## config.mk

```make
export PLATFORM = sky130hd
export DESIGN_NAME = mtg_ctrl
export DESIGN_NICKNAME = d
export VERILOG_FILES = /design/src/hdl/mtg_pkg.sv /design/src/hdl/mtg_ctrl.sv
export SDC_FILE = /design/constraint.sdc
export NUM_CORES = 1
export LEC_CHECK = 0
export ABC_AREA = 1
export BUFFER_PORTS_ARGS = -buffer_cell sky130_fd_sc_hd__clkbuf_2
export CAP_MARGIN = 15
export CORE_MARGIN = 2
export CORE_UTILIZATION = 25
export DETAILED_ROUTE_END_ITERATION = 12
export PLACE_DENSITY = 0.6
export REMOVE_ABC_BUFFERS = 1
export SLEW_MARGIN = 20
export SYNTH_ARGS = -nofsm -noshare
export SYNTH_HDL_FRONTEND = slang
export SYNTH_SLANG_ARGS = --single-unit
```

## constraint.sdc

```tcl
create_clock -name clk -period 1.4 [get_ports clk]
set_input_delay 0.07 -clock clk [delete_from_list [all_inputs] [get_ports clk]]
set_output_delay 0.07 -clock clk [all_outputs]
set_load 0.005 [all_outputs]
```

## src/hdl/mtg_pkg.sv

```systemverilog
// Types and constants shared by the MT19937 generator modules.
package mtg_pkg;

  localparam int STATE_WORDS  = 624;
  localparam int TWIST_OFFSET = 397;
  localparam int ADDR_W       = $clog2(STATE_WORDS + 2);

  typedef logic [ADDR_W-1:0] addr_t;
  typedef logic [ADDR_W:0]   addr_ext_t;
  typedef logic [1:0]        act_t;

  localparam addr_t LAST_WORD    = addr_t'(STATE_WORDS - 1);
  localparam addr_t FULL_POS     = addr_t'(STATE_WORDS);
  localparam addr_t UNSEEDED_POS = addr_t'(STATE_WORDS + 1);

  localparam act_t ACT_DRAW = 2'd0;
  localparam act_t ACT_SEED = 2'd1;
  localparam act_t ACT_LOAD = 2'd2;

  localparam logic [31:0] DEFAULT_SEED = 32'd4357;

  // Commands from the controller to the datapath
  typedef struct packed {
    logic load_write;    // write one state word from the input ports
    logic seed_init;     // load the LCG seed
    logic seed_default;  // seed with the default value, not the register
    logic seed_step;     // write one seeded word, advance the LCG twice
    logic twist_step;    // one step of the regeneration pipeline
    logic cnt_clear;
    logic rd_prime;      // read word 0 ahead of the twist
    logic fetch;         // read the word at the read position, advance it
    logic emit;          // temper the fetched word into the output register
    logic pos_full;      // read position to "seeded, regenerate next"
    logic pos_zero;
  } mtg_cmd_t;

  // Status from the datapath to the controller
  typedef struct packed {
    logic unseeded;
    logic full;
    logic seed_last;
    logic twist_last;
  } mtg_stat_t;

endpackage

```

## src/hdl/mtg_ctrl.sv

```systemverilog
// Controller state machine of the MT19937 generator.
module mtg_ctrl import mtg_pkg::*; (
  input  logic      clk,
  input  logic      rst,
  input  logic      start,
  input  act_t      action,
  input  mtg_stat_t stat,
  output mtg_cmd_t  cmd,
  output logic      busy
);

  localparam logic [2:0] S_IDLE  = 3'd0;
  localparam logic [2:0] S_SEED  = 3'd1;
  localparam logic [2:0] S_TWIST = 3'd2;
  localparam logic [2:0] S_FETCH = 3'd3;
  localparam logic [2:0] S_EMIT  = 3'd4;

  logic [2:0] state, state_next;
  logic       draw_pend, draw_pend_next;
  logic       accept;

  assign busy   = (state != S_IDLE);
  assign accept = start && !busy;

  always_comb begin
    state_next     = state;
    draw_pend_next = draw_pend;
    cmd            = '0;
    unique case (state)
      S_IDLE: begin
        if (accept) begin
          case (action)
            ACT_DRAW: begin
              if (stat.unseeded) begin
                cmd.seed_init    = 1'b1;
                cmd.seed_default = 1'b1;
                cmd.cnt_clear    = 1'b1;
                draw_pend_next   = 1'b1;
                state_next       = S_SEED;
              end else if (stat.full) begin
                cmd.rd_prime  = 1'b1;
                cmd.cnt_clear = 1'b1;
                state_next    = S_TWIST;
              end else begin
                cmd.fetch  = 1'b1;
                state_next = S_EMIT;
              end
            end
            ACT_SEED: begin
              cmd.seed_init  = 1'b1;
              cmd.cnt_clear  = 1'b1;
              draw_pend_next = 1'b0;
              state_next     = S_SEED;
            end
            ACT_LOAD: cmd.load_write = 1'b1;
            default: ;
          endcase
        end
      end
      S_SEED: begin
        cmd.seed_step = 1'b1;
        if (stat.seed_last) begin
          cmd.pos_full = 1'b1;
          if (draw_pend) begin
            // straight on into the twist; word 0 is already written
            cmd.rd_prime  = 1'b1;
            cmd.cnt_clear = 1'b1;
            state_next    = S_TWIST;
          end else begin
            state_next = S_IDLE;
          end
          draw_pend_next = 1'b0;
        end
      end
      S_TWIST: begin
        cmd.twist_step = 1'b1;
        if (stat.twist_last) begin
          cmd.pos_zero = 1'b1;
          state_next   = S_FETCH;
        end
      end
      S_FETCH: begin
        cmd.fetch  = 1'b1;
        state_next = S_EMIT;
      end
      S_EMIT: begin
        cmd.emit   = 1'b1;
        state_next = S_IDLE;
      end
      default: state_next = S_IDLE;
    endcase
  end

  always_ff @(posedge clk) begin
    if (rst) begin
      state     <= S_IDLE;
      draw_pend <= 1'b0;
    end else begin
      state     <= state_next;
      draw_pend <= draw_pend_next;
    end
  end

endmodule

```

### After elaboration in Yosys (flattened, before gate mapping)

Cells that the tools add are included.

| storage, ports and cells | value |
|---|---|
| flip-flop bits (word level) | 4 |
| latch bits | 0 |
| memory bits (writable) | 0 |
| ROM bits | 0 |
| input port bits | 9 |
| output and inout bits | 12 |
| logic and storage cells | 58 |
| memories kept | 0 |

| operators by class | value |
|---|---|
| add/subtract/negate cells | 0 |
| $mul | 0 |
| divide/modulo/power cells | 0 |
| $lt $le $gt $ge | 0 |
| eq/ne operators | 11 |
| shifts and indexed selects | 0 |
| mux-type cells | 37 |
| bitwise gates (word level) | 0 |
| reductions and logical operators | 8 |

Operators with widths:

| cell | count |
|---|---|
| two-way mux 3 bit | 8 |
| two-way mux 1 bit | 14 |
| two-way mux 2 bit | 7 |
| one-hot mux 3 bit (4 select lines) | 1 |
| one-hot mux 1 bit (2 select lines) | 5 |
| == test 3 x 2 -> 1 bit, second input constant | 2 |
| inequality test 2 bit, second input constant | 3 |
| one-hot mux 3 bit (2 select lines) | 1 |
| AND reduction 5 bit | 1 |
| one-hot mux 2 bit (2 select lines) | 1 |
| AND reduction 4 bit | 1 |
| == test 3 x 1 -> 1 bit, second input constant | 1 |
| == test 3 bit, second input constant | 1 |
| logical NOT 3 bit | 1 |
| inequality test 3 x 1 -> 1 bit, second input constant | 1 |
| inequality test 3 bit, second input constant | 1 |
| nonzero test 3 bit | 1 |
| == test 2 x 1 -> 1 bit, second input constant | 1 |
| == test 2 bit, second input constant | 1 |
| logical NOT 2 bit | 1 |
| nonzero test 2 bit | 1 |
| logical AND 1 bit | 1 |
| logical NOT 1 bit | 1 |

### Longest topological paths before layout

Gate-level depths: netlist (run 1).

| depth | value |
|---|---|
| depth in word-level cells | 5 |
| depth in mapped cells | 8 |

### Worst setup path after synthesis (run 1)

Ideal clock, no wire load.

| timing path | value |
|---|---|
| kind | flip-flop to flip-flop |
| from | register state[1] |
| to | register draw_pend |
| data arrival time | 0.948 ns |
| required time | 1.287 ns |
| setup slack | 0.338 ns |
| cell stages (with the launch flop) | 9 |
| path through | dfxtp_1 -> nor2_2 -> nand2_4 -> nand2_2 -> inv_2 -> nor2_4 -> nand3_1 -> nand2_1 -> nor2_2 |

| on the way | value |
|---|---|
| longest elaborated chain between the ends | 5 |

Ends and longest elaborated chain:

| element | line | text |
|---|---|---|
| start, declared | mtg_ctrl.sv:18 | `logic [2:0] state, state_next;` |
| start signal, assigned | mtg_ctrl.sv:99 | `state <= state_next;` |
| nonzero test 3 bit | mtg_ctrl.sv:22 | `assign busy = (state != S_IDLE);` |
| via busy | mtg_ctrl.sv:9 | `output logic busy` |
| logical NOT 1 bit | mtg_ctrl.sv:23 | `assign accept = start && !busy;` |
| logical AND 1 bit | mtg_ctrl.sv:23 |  |
| inequality test 2 bit (no source line) | -- |  |
| AND reduction 5 bit (no source line) | -- |  |
| end signal, assigned | mtg_ctrl.sv:100 | `draw_pend <= draw_pend_next;` |
| end, declared | mtg_ctrl.sv:19 | `logic draw_pend, draw_pend_next;` |

The timed path passes the listed nets, and every way through them passes these cells.
A chain may end at the register's enable or synchronous reset.

==> flow_summary.ini, run 1 <==
[power_and_ir_drop]
power.density_nw_per_um2 = 1980
leakage_uw = 0.000344
peakVddDrop_mv = 0.728
swShare = 0.497
p_comb_frac = 0.685
p_sw_uw = 618
power.share.sequential = 0.197
clock_power_share = 0.119
internal-power_uw = 625

[worst_setup_path]
worst-setup-path-type = flop to primary output
crit_slowest_cell = sky130_fd_sc_hd__dfxtp_4
wp_buf_inv = 2
crit_path_cell_trace = nor2_4 -> nand3_1 -> nand2_2 -> inv_4 -> nand2_2 -> nor2_1 -> clkbuf_2
reg2reg_setup_slack_ns = 0.21
worstPathRequired_ns = 1.33
crit_path_launch_type = flop
critical_path_peak_fanout = 4
crit_top_cell = sky130_fd_sc_hd__nand2_2
crit_path_max_incr_delay_ns = 0.36
cp.arrival_ns = 1.24
cp_top_family = simple AND/OR/NAND/NOR gates
worst_setup_path_end_kind = primary output

[finish]
antenna_cells_inserted = 0
syn_to_final_growth_pct = 43.6
layout-drive-gt1-share = 0.541
postLayoutCellArea_sq_um = 627
layout.nets = 109

[global_routing]
grt_pass1_wl_um = 1700
grt_pass1_vias = 438
grt_antenna_before_repair = 0
grt.total_usage = 0.116
aggregate_global_routing_overflow = 0
pin_count_of_the_biggest_net_entering_global_routing = 7

[die]
dieArea_sq_um = 2100
placementRows = 15
start_util = 0.259
core_area_sq_um = 1690
die_width_um = 45.8
die_height_um = 45.8
top_level_ports = 21

[detailed_routing]
route.vias.total = 530
finalWirelength_um = 1130
detail_route.first_pass.iterations = 4
via_per_inst = 4.61
drc = 0
dr.first_iter.drc_count = 12
ant_nets = 0
average_wire_length_per_cell_after_detail_routing_um = 9.83

[clock_network]
cts_max_path_buffers = 2
cts_tree = yes
clk_root_buffer_cell = sky130_fd_sc_hd__clkbuf_4
clkSinkCount = 4
cts_max_level = 1
insertion_delay_ns = 0.24
cts_inserted_buffers = 3
clk_pin_slew_ns = 0.04

[timing]
worst_clock_skew_ns = 0.00437
fin_hold_ws_ns = 0.0244
max_freq_ghz = 0.761
layout_worst_path_cycle_share = 0.939
finalCriticalPeriod_ns = 1.31
timing.final.setup_violations = 0
grt_setup_unrepaired = yes
maxSlewViolCount = 0
finalHoldViolCount = 0
totalNegativeSetupSlack_ns = 0
max-slew-margin-rel = 0.794
worst_pin_slew_ns = 0.308

[job]
cap_viol_max_count = 0

[logic_synthesis]
netlist_top_cells_area = sky130_fd_sc_hd__dfxtp_1 (18%), sky130_fd_sc_hd__nand2_1 (9.5%), sky130_fd_sc_hd__nor2_1 (9.5%)
yosys_warnings = 0
synthesis.area_sq_um = 437
synth_top_area_frac = 0.183
synth.largest_area_cell = sky130_fd_sc_hd__dfxtp_1
post_synth_num_cell_types = 18
synth_cells = 73
ys_seq_elements = 4
ys_seq_area_frac = 0.183
synth_area_per_cell_sq_um = 5.98

[place]
placement.cell_area_sq_um = 558
buffer_ports.inserted = 20
finalWeightedCongestion = 0.755
hpwl_um = 885

[run_status]
status = finished clean

[hold_path]
holdCritPathClass = input pin to flop
-- through the flow --
stage               std cells  worst slack, ns  total power [uW]   util
floorplan                  73            0.338               762      -
global placement          110            0.263               946  0.330
detailed placement        110            0.248               951  0.330
CTS                       115           0.0197              1170  0.353
global route              115          -0.0323              1360  0.371
finish                    115           0.0857              1240  0.371
-- final cells by class --
cell class	instances	area, sq um
sequential	4	88.8
timing repair buffer	22	115
fill	189	1060
multi-input combinational	52	310
clock buffer	3	22.5
inverter	17	68.8
tap	17	21.3
-- what timing repair did --
action                     4_1_cts  5_1_grt
resized for setup                0       11
setup buffers                    2        0
setup endpoints to repair        3        6
hold buffers                     0        0
-- power groups by stage --
stage / clock, uW / sequential, uW / combinational, uW
after detailed placement: 0 / 215 / 736
after CTS: 153 / 214 / 804
final: 147 / 244 / 851
after global routing: 163 / 250 / 944
after global placement: 0 / 214 / 732
after floorplan: 0 / 206 / 557
-- synthesized netlist by cell type, drive strengths merged --
library cell,instances
a21oi,4
a31oi,1
dfxtp,4
inv,17
nand2,15
nand3,8
nor2,17
nor3,4
o21ai,2
o31ai,1
-- sequential cells by signal, indices dropped and copies added (netlist names) --
register   count
state          3
draw_pend      1
-- routing by layer --
metal | global-route usage | share of wire
met2 | 0.186 | 0.49
met1 | 0.140 | 0.43
met3 | 0.0516 | 0.064
met5 | 0 | 0
met4 | 0.0343 | 0.0097
-- final timing paths --
| check | startpoint | endpoint | cells past startpoint |
|---|---|---|---|
| worst max-delay path | state[1] | cmd[3] | 7 |
| worst min-delay path | rst | state[0] | 2 |
| worst max register to register | state[1] | draw_pend | 9 |
| worst min register to register | draw_pend | draw_pend | 2 |
-- placed cells by master, fill, tap and decap left out, types with 2 or more instances in the layout --
master | synthesis | routed
sky130_fd_sc_hd__nand3_1 | 5 | 5
sky130_fd_sc_hd__nand2_1 | 11 | 11
sky130_fd_sc_hd__nor2_1 | 11 | 9
sky130_fd_sc_hd__o21ai_1 | 2 | 2
sky130_fd_sc_hd__clkbuf_2 | 0 | 20
sky130_fd_sc_hd__nand3_2 | 3 | 2
sky130_fd_sc_hd__dfxtp_4 | 0 | 2
sky130_fd_sc_hd__clkbuf_4 | 0 | 3
sky130_fd_sc_hd__a21oi_1 | 3 | 3
sky130_fd_sc_hd__inv_4 | 0 | 2
sky130_fd_sc_hd__nor3_1 | 2 | 2
sky130_fd_sc_hd__nor2_4 | 2 | 3
sky130_fd_sc_hd__nor2_2 | 4 | 5
sky130_fd_sc_hd__nor3_2 | 2 | 2
sky130_fd_sc_hd__buf_4 | 0 | 2
sky130_fd_sc_hd__nand2_2 | 3 | 3
sky130_fd_sc_hd__inv_2 | 7 | 5
sky130_fd_sc_hd__inv_1 | 10 | 10
-- cell families (layout without fill, tap and decap cells) --
logic type             after synthesis  count (layout)  share of synthesized area
buffers and inverters               17              42                      0.146
AO/OA/AOI/OAI                        8               8                      0.109
AND/OR/NAND/NOR                     44              44                      0.562
flip-flops                           4               4                      0.183
(Power assumes the default switching activity.)
==> inputs of run 2 (changes only) <==
--- a/config.mk
+++ b/config.mk
@@ -9,9 +9,10 @@
 export BUFFER_PORTS_ARGS = -buffer_cell sky130_fd_sc_hd__clkbuf_2
 export CAP_MARGIN = 15
 export CORE_MARGIN = 2
-export CORE_UTILIZATION = 25
+export CORE_UTILIZATION = 30
 export DETAILED_ROUTE_END_ITERATION = 12
-export PLACE_DENSITY = 0.6
+export PLACE_DENSITY = 0.67
+export RECOVER_POWER = 50
 export REMOVE_ABC_BUFFERS = 1
 export SLEW_MARGIN = 20
 export SYNTH_ARGS = -nofsm -noshare
==> flow_summary.ini, run 2 (synthesis gave the netlist of run 1 again) <==
[clock_network]
clk_root_buffer_cell = sky130_fd_sc_hd__clkbuf_4
cts_max_level = 1
cts_max_path_buffers = 2
clkSinkCount = 4
clk_pin_slew_ns = 0.04
cts_inserted_buffers = 3
insertion_delay_ns = 0.23
cts_tree = yes

[die]
dieArea_sq_um = 1780
die_height_um = 42.2
placementRows = 13
start_util = 0.327
top_level_ports = 21
die_width_um = 42.2
core_area_sq_um = 1330

[timing]
finalCriticalPeriod_ns = 1.30
maxSlewViolCount = 0
timing.final.setup_violations = 0
worst_pin_slew_ns = 0.234
grt_setup_unrepaired = no
max_freq_ghz = 0.771
max-slew-margin-rel = 0.842
fin_ws_ns = 0.103
worst_clock_skew_ns = 0.00269
layout_worst_path_cycle_share = 0.927
totalNegativeSetupSlack_ns = 0
finalHoldViolCount = 0

[place]
detailedPlace.worstSlack_ns = 0.243
buffer_ports.inserted = 20
finalWeightedCongestion = 0.887
hpwl_um = 931

[detailed_routing]
dr.first_iter.drc_count = 9
ant_nets = 0
via_per_inst = 4.67
route.vias.total = 532
detail_route.first_pass.iterations = 4
finalWirelength_um = 1100
drc = 0
average_wire_length_per_cell_after_detail_routing_um = 9.65

[job]
cap_viol_max_count = 0

[finish]
final_cell_mix = sky130_fd_sc_hd__clkbuf_2 (19), sky130_fd_sc_hd__nand2_1 (11), sky130_fd_sc_hd__inv_1 (10), sky130_fd_sc_hd__nor2_1 (10)
layout.cells.most_common = sky130_fd_sc_hd__clkbuf_2
layout_top_registers = state (3), draw_pend (1)
syn_to_final_growth_pct = 46.4
largest_register_ffs = 3
antenna_cells_inserted = 0
top_register = state
layout-drive-gt1-share = 0.525
layout.nets = 110
count_of_fill_cells_added_during_filler_insertion = 138

[worst_setup_path]
cp.arrival_ns = 1.23
cp_top_family = flip-flops
crit_slowest_cell = sky130_fd_sc_hd__dfxtp_4
wp_buf_inv = 3
crit_path_launch_type = flop
worst_setup_path_end_kind = primary output
worstPathRequired_ns = 1.33
crit_path_max_incr_delay_ns = 0.35
worst-setup-path-type = flop to primary output
crit_path_cell_trace = inv_2 -> nor2_2 -> nand3_2 -> nand2_2 -> inv_4 -> nand2_4 -> nor2_1 -> clkbuf_2
critical_path_peak_fanout = 4

[global_routing]
grt.total_usage = 0.135
grt_pass1_wl_um = 1860
pin_count_of_the_biggest_net_entering_global_routing = 7
grt_antenna_before_repair = 0
aggregate_global_routing_overflow = 0
grt_pass1_vias = 465

[power_and_ir_drop]
peakVddDrop_mv = 0.672
leakage_uw = 0.000347
power.density_nw_per_um2 = 1950

[hold_path]
holdCritPathClass = input pin to flop

[run_status]
status = finished clean
## run 2: final timing paths
kind / startpoint / cells after the start / slack (ns) / end
max: state[0] / 8 / 0.10 / cmd[3]
min: rst / 2 / 0.04 / state[0]
max reg2reg: state[1] / 9 / 0.21 / draw_pend
min reg2reg: draw_pend / 2 / 0.52 / draw_pend
## run 2: per-stage QoR
stage	util	std cells	power, uW	hold slack (ns)	cell area (sq um)
after CTS	0.438	111	1110	0.0538	584
after global placement	0.417	108	954	0.295	556
final	0.479	114	1250	0.0393	639
after detailed placement	0.417	108	957	0.295	556
after global routing	0.479	114	1390	0.0307	639
after floorplan	-	73	762	0.139	437
## run 2: layer usage
layer  track usage  wire (um)  part of all wire
met4        0.0563          0                 0
met1         0.169        528              0.48
met5             0          0                 0
met2         0.219        518              0.47
met3        0.0345         53             0.048
## run 2: final cells by class
class / count / area [sq um] / area share
tap: 15 / 18.8 / 0.0294
sequential: 4 / 88.8 / 0.139
inverter: 17 / 68.8 / 0.108
timing repair buffer: 23 / 121 / 0.190
multi-input combinational: 52 / 319 / 0.499
clock buffer: 3 / 22.5 / 0.0352
## run 2: power by group
group / switching, uW / internal, uW
logic: 507 / 360
registers: 67.5 / 175
clock network: 41.6 / 95.5
## run 2: what timing repair did
item	in CTS	in global routing
setup buffers	0	3
hold buffers	0	0
setup endpoints to repair	1	6
pin swaps	0	1
resized for setup	1	12
==> inputs of run 3 (changes only) <==
--- a/config.mk
+++ b/config.mk
@@ -5,13 +5,12 @@
 export SDC_FILE = /design/constraint.sdc
 export NUM_CORES = 1
 export LEC_CHECK = 0
-export ABC_AREA = 1
 export BUFFER_PORTS_ARGS = -buffer_cell sky130_fd_sc_hd__clkbuf_2
 export CAP_MARGIN = 15
-export CORE_MARGIN = 2
-export CORE_UTILIZATION = 30
+export CORE_AREA = 2 2 39 41
 export DETAILED_ROUTE_END_ITERATION = 12
-export PLACE_DENSITY = 0.67
+export DIE_AREA = 0 0 41 43
+export PLACE_DENSITY = 0.64
 export RECOVER_POWER = 50
 export REMOVE_ABC_BUFFERS = 1
 export SLEW_MARGIN = 20
==> flow_summary.ini, run 3 <==
[timing]
maxSlewViolCount = 0
timing.final.setup_violations = 7
totalNegativeSetupSlack_ns = -1.24
layout_worst_path_cycle_share = 1.20
max_freq_ghz = 0.595
finalHoldViolCount = 0
grt_setup_unrepaired = yes
fin_ws_ns = -0.281
worst_pin_slew_ns = 0.330
max-slew-margin-rel = 0.778
worst_clock_skew_ns = 0.00565
finalCriticalPeriod_ns = 1.68

[clock_network]
cts_tree = yes
cts_max_path_buffers = 2
clk_root_buffer_cell = sky130_fd_sc_hd__clkbuf_4
insertion_delay_ns = 0.24
cts_max_level = 1
clk_pin_slew_ns = 0.04
clkSinkCount = 4
cts_inserted_buffers = 3
cts_hold_buffers = 0

[die]
dieArea_sq_um = 1760
core_area_sq_um = 1380
start_util = 0.250
die_width_um = 41
placementRows = 14
die_height_um = 43
top_level_ports = 21

[finish]
count_of_fill_cells_added_during_filler_insertion = 142
seqCellArea_sq_um = 82.6
final_cell_mix = sky130_fd_sc_hd__clkbuf_2 (18), sky130_fd_sc_hd__buf_4 (10), sky130_fd_sc_hd__nor2_1 (6)
layout.cells.most_common = sky130_fd_sc_hd__clkbuf_2
largest_register_ffs = 3
syn_to_final_growth_pct = 80.4
top_register = state
postLayoutCoreUtil = 0.450
layout.nets = 91
area_of_the_multi_input_gates_sq_um = 293
layout-drive-gt1-share = 0.613
layout_top_registers = state (3), draw_pend (1)
antenna_cells_inserted = 0

[worst_setup_path]
cp.arrival_ns = 1.61
worst_setup_path_end_kind = primary output
crit_path_launch_type = flop
worst-setup-path-type = flop to primary output
regToRegStartpoint = state[0]
crit_start = state[0]
worstPathRequired_ns = 1.33
critical_path_peak_fanout = 4

[logic_synthesis]
post_synth_and_or_nand_nor_area_fraction = 0.438
synth_top_family_by_area = simple AND/OR/NAND/NOR gates
ys.flop_type = sky130_fd_sc_hd__dfxtp_1
synth.largest_area_cell = sky130_fd_sc_hd__dfxtp_1
ys_seq_area_frac = 0.232
synth_top_area_frac = 0.232
synth_area_per_cell_sq_um = 7.35
synth_cells = 47
yosys.area_share.adder = 0
ys_seq_elements = 4
synth-compound-area-share = 0.239
synth_xor_area_frac = 0
synthMuxAreaShare = 0
synth-async-reset-ratio = 0
synthTopCellsByCount = sky130_fd_sc_hd__nor2_1 (6), sky130_fd_sc_hd__dfxtp_1 (4), sky130_fd_sc_hd__inv_1 (4), sky130_fd_sc_hd__nand2_1 (4), sky130_fd_sc_hd__nor3_1 (3)
post_synth_num_cell_types = 27
synthesis.area_sq_um = 345
synth-edff-count = 0
netlist_top_cells_area = sky130_fd_sc_hd__dfxtp_1 (23%), sky130_fd_sc_hd__nor2_1 (6.5%), sky130_fd_sc_hd__nand3b_4 (5.8%)
synthMostInstantiatedCell = sky130_fd_sc_hd__nor2_1
yosys_warnings = 0

[run_status]
status = complete, but fails checks
violations_in_the_final_reports = setup timing

[detailed_routing]
average_wire_length_per_cell_after_detail_routing_um = 12.8
drc = 0
dr.first_iter.drc_count = 4
finalWirelength_um = 1230
via_per_inst = 5.20
detail_route.first_pass.iterations = 4
ant_nets = 0
route.vias.total = 499

[global_routing]
grt_antenna_before_repair = 0
grt.total_usage = 0.153
aggregate_global_routing_overflow = 0
grt_pass1_vias = 445
pin_count_of_the_biggest_net_entering_global_routing = 10
grt_pass1_wl_um = 1840

[power_and_ir_drop]
peakVddDrop_mv = 0.542
leakage_uw = 0.000302
power.density_nw_per_um2 = 660

[hold_path]
min-delay-start = rst
holdCritPathClass = input pin to flop

[place]
finalWeightedCongestion = 0.801
detailedPlace.worstSlack_ns = -0.0404
hpwl_um = 873
buffer_ports.inserted = 20

[job]
cap_viol_max_count = 0
[run 3: cell count changes after synthesis, sizes merged, moves of 3 or more]
cell,delta
inv,-13
nand2,-11
nand3,-8
nor2,-11
or3,+3
[run 3: cell type report]
class,instances,area share
clock buffers,3,0.0361
inverters,4,0.0241
multi-input cells,37,0.470
flip-flops and latches,4,0.133
well taps,16,0.0321
repair buffers,32,0.305
[run 3: stage by stage]
step | instances | area (sq um) | total power, uW | hold WS (ns)
final | 96 | 623 | 411 | 0.0900
after floorplan | 45 | 329 | 173 | 0.139
after global placement | 90 | 517 | 237 | 0.294
after CTS | 93 | 568 | 396 | 0.0379
after global routing | 96 | 623 | 437 | 0.0910
after detailed placement | 90 | 517 | 239 | 0.287
[run 3: worst max-delay path, stage by stage, from the launching register on]
cell and delay (ns):
sky130_fd_sc_hd__dfxtp_2 0.33, sky130_fd_sc_hd__or3_4 0.37, sky130_fd_sc_hd__nand3b_4 0.18, sky130_fd_sc_hd__or3_4 0.34, sky130_fd_sc_hd__inv_2 0.05, sky130_fd_sc_hd__clkbuf_2 0.09
[run 3: report_power, final]
part           leakage (uW)  switching (uW)  internal [uW]
clock network     0.0000138            48.6           96.0
registers         0.0000334            4.12            119
logic              0.000255            69.2           73.9
total              0.000302             122            289
[run 3: what timing repair did]
| action | CTS | global route |
|---|---|---|
| setup endpoints to repair | 9 | 10 |
| setup buffers | 0 | 3 |
| endpoints found under the hold margin | 0 | 0 |
| pin swaps | 5 | 3 |
| gates resized for setup | 11 | 12 |
[run 3: logic make-up after synthesis]
family / Yosys count
and+or+nand+nor: 25
AOI/OAI and AO/OA: 12
buffers and inverters: 6
DFF: 4
[run 3: worst paths after layout]
path | to | cells past startpoint | slack (ns)
worst max register to register | draw_pend | 5 | -0.14
worst min-delay path | draw_pend | 2 | 0.09
worst min register to register | draw_pend | 2 | 0.47
worst max-delay path | cmd[8] | 5 | -0.28
[run 3: routing by layer]
layer	GRT usage	vias up	wire, um
li1	-	241	-
met1	0.190	240	484
met2	0.241	16	660
met3	0.0366	2	65
met4	0.0600	0	19
met5	0	-	0
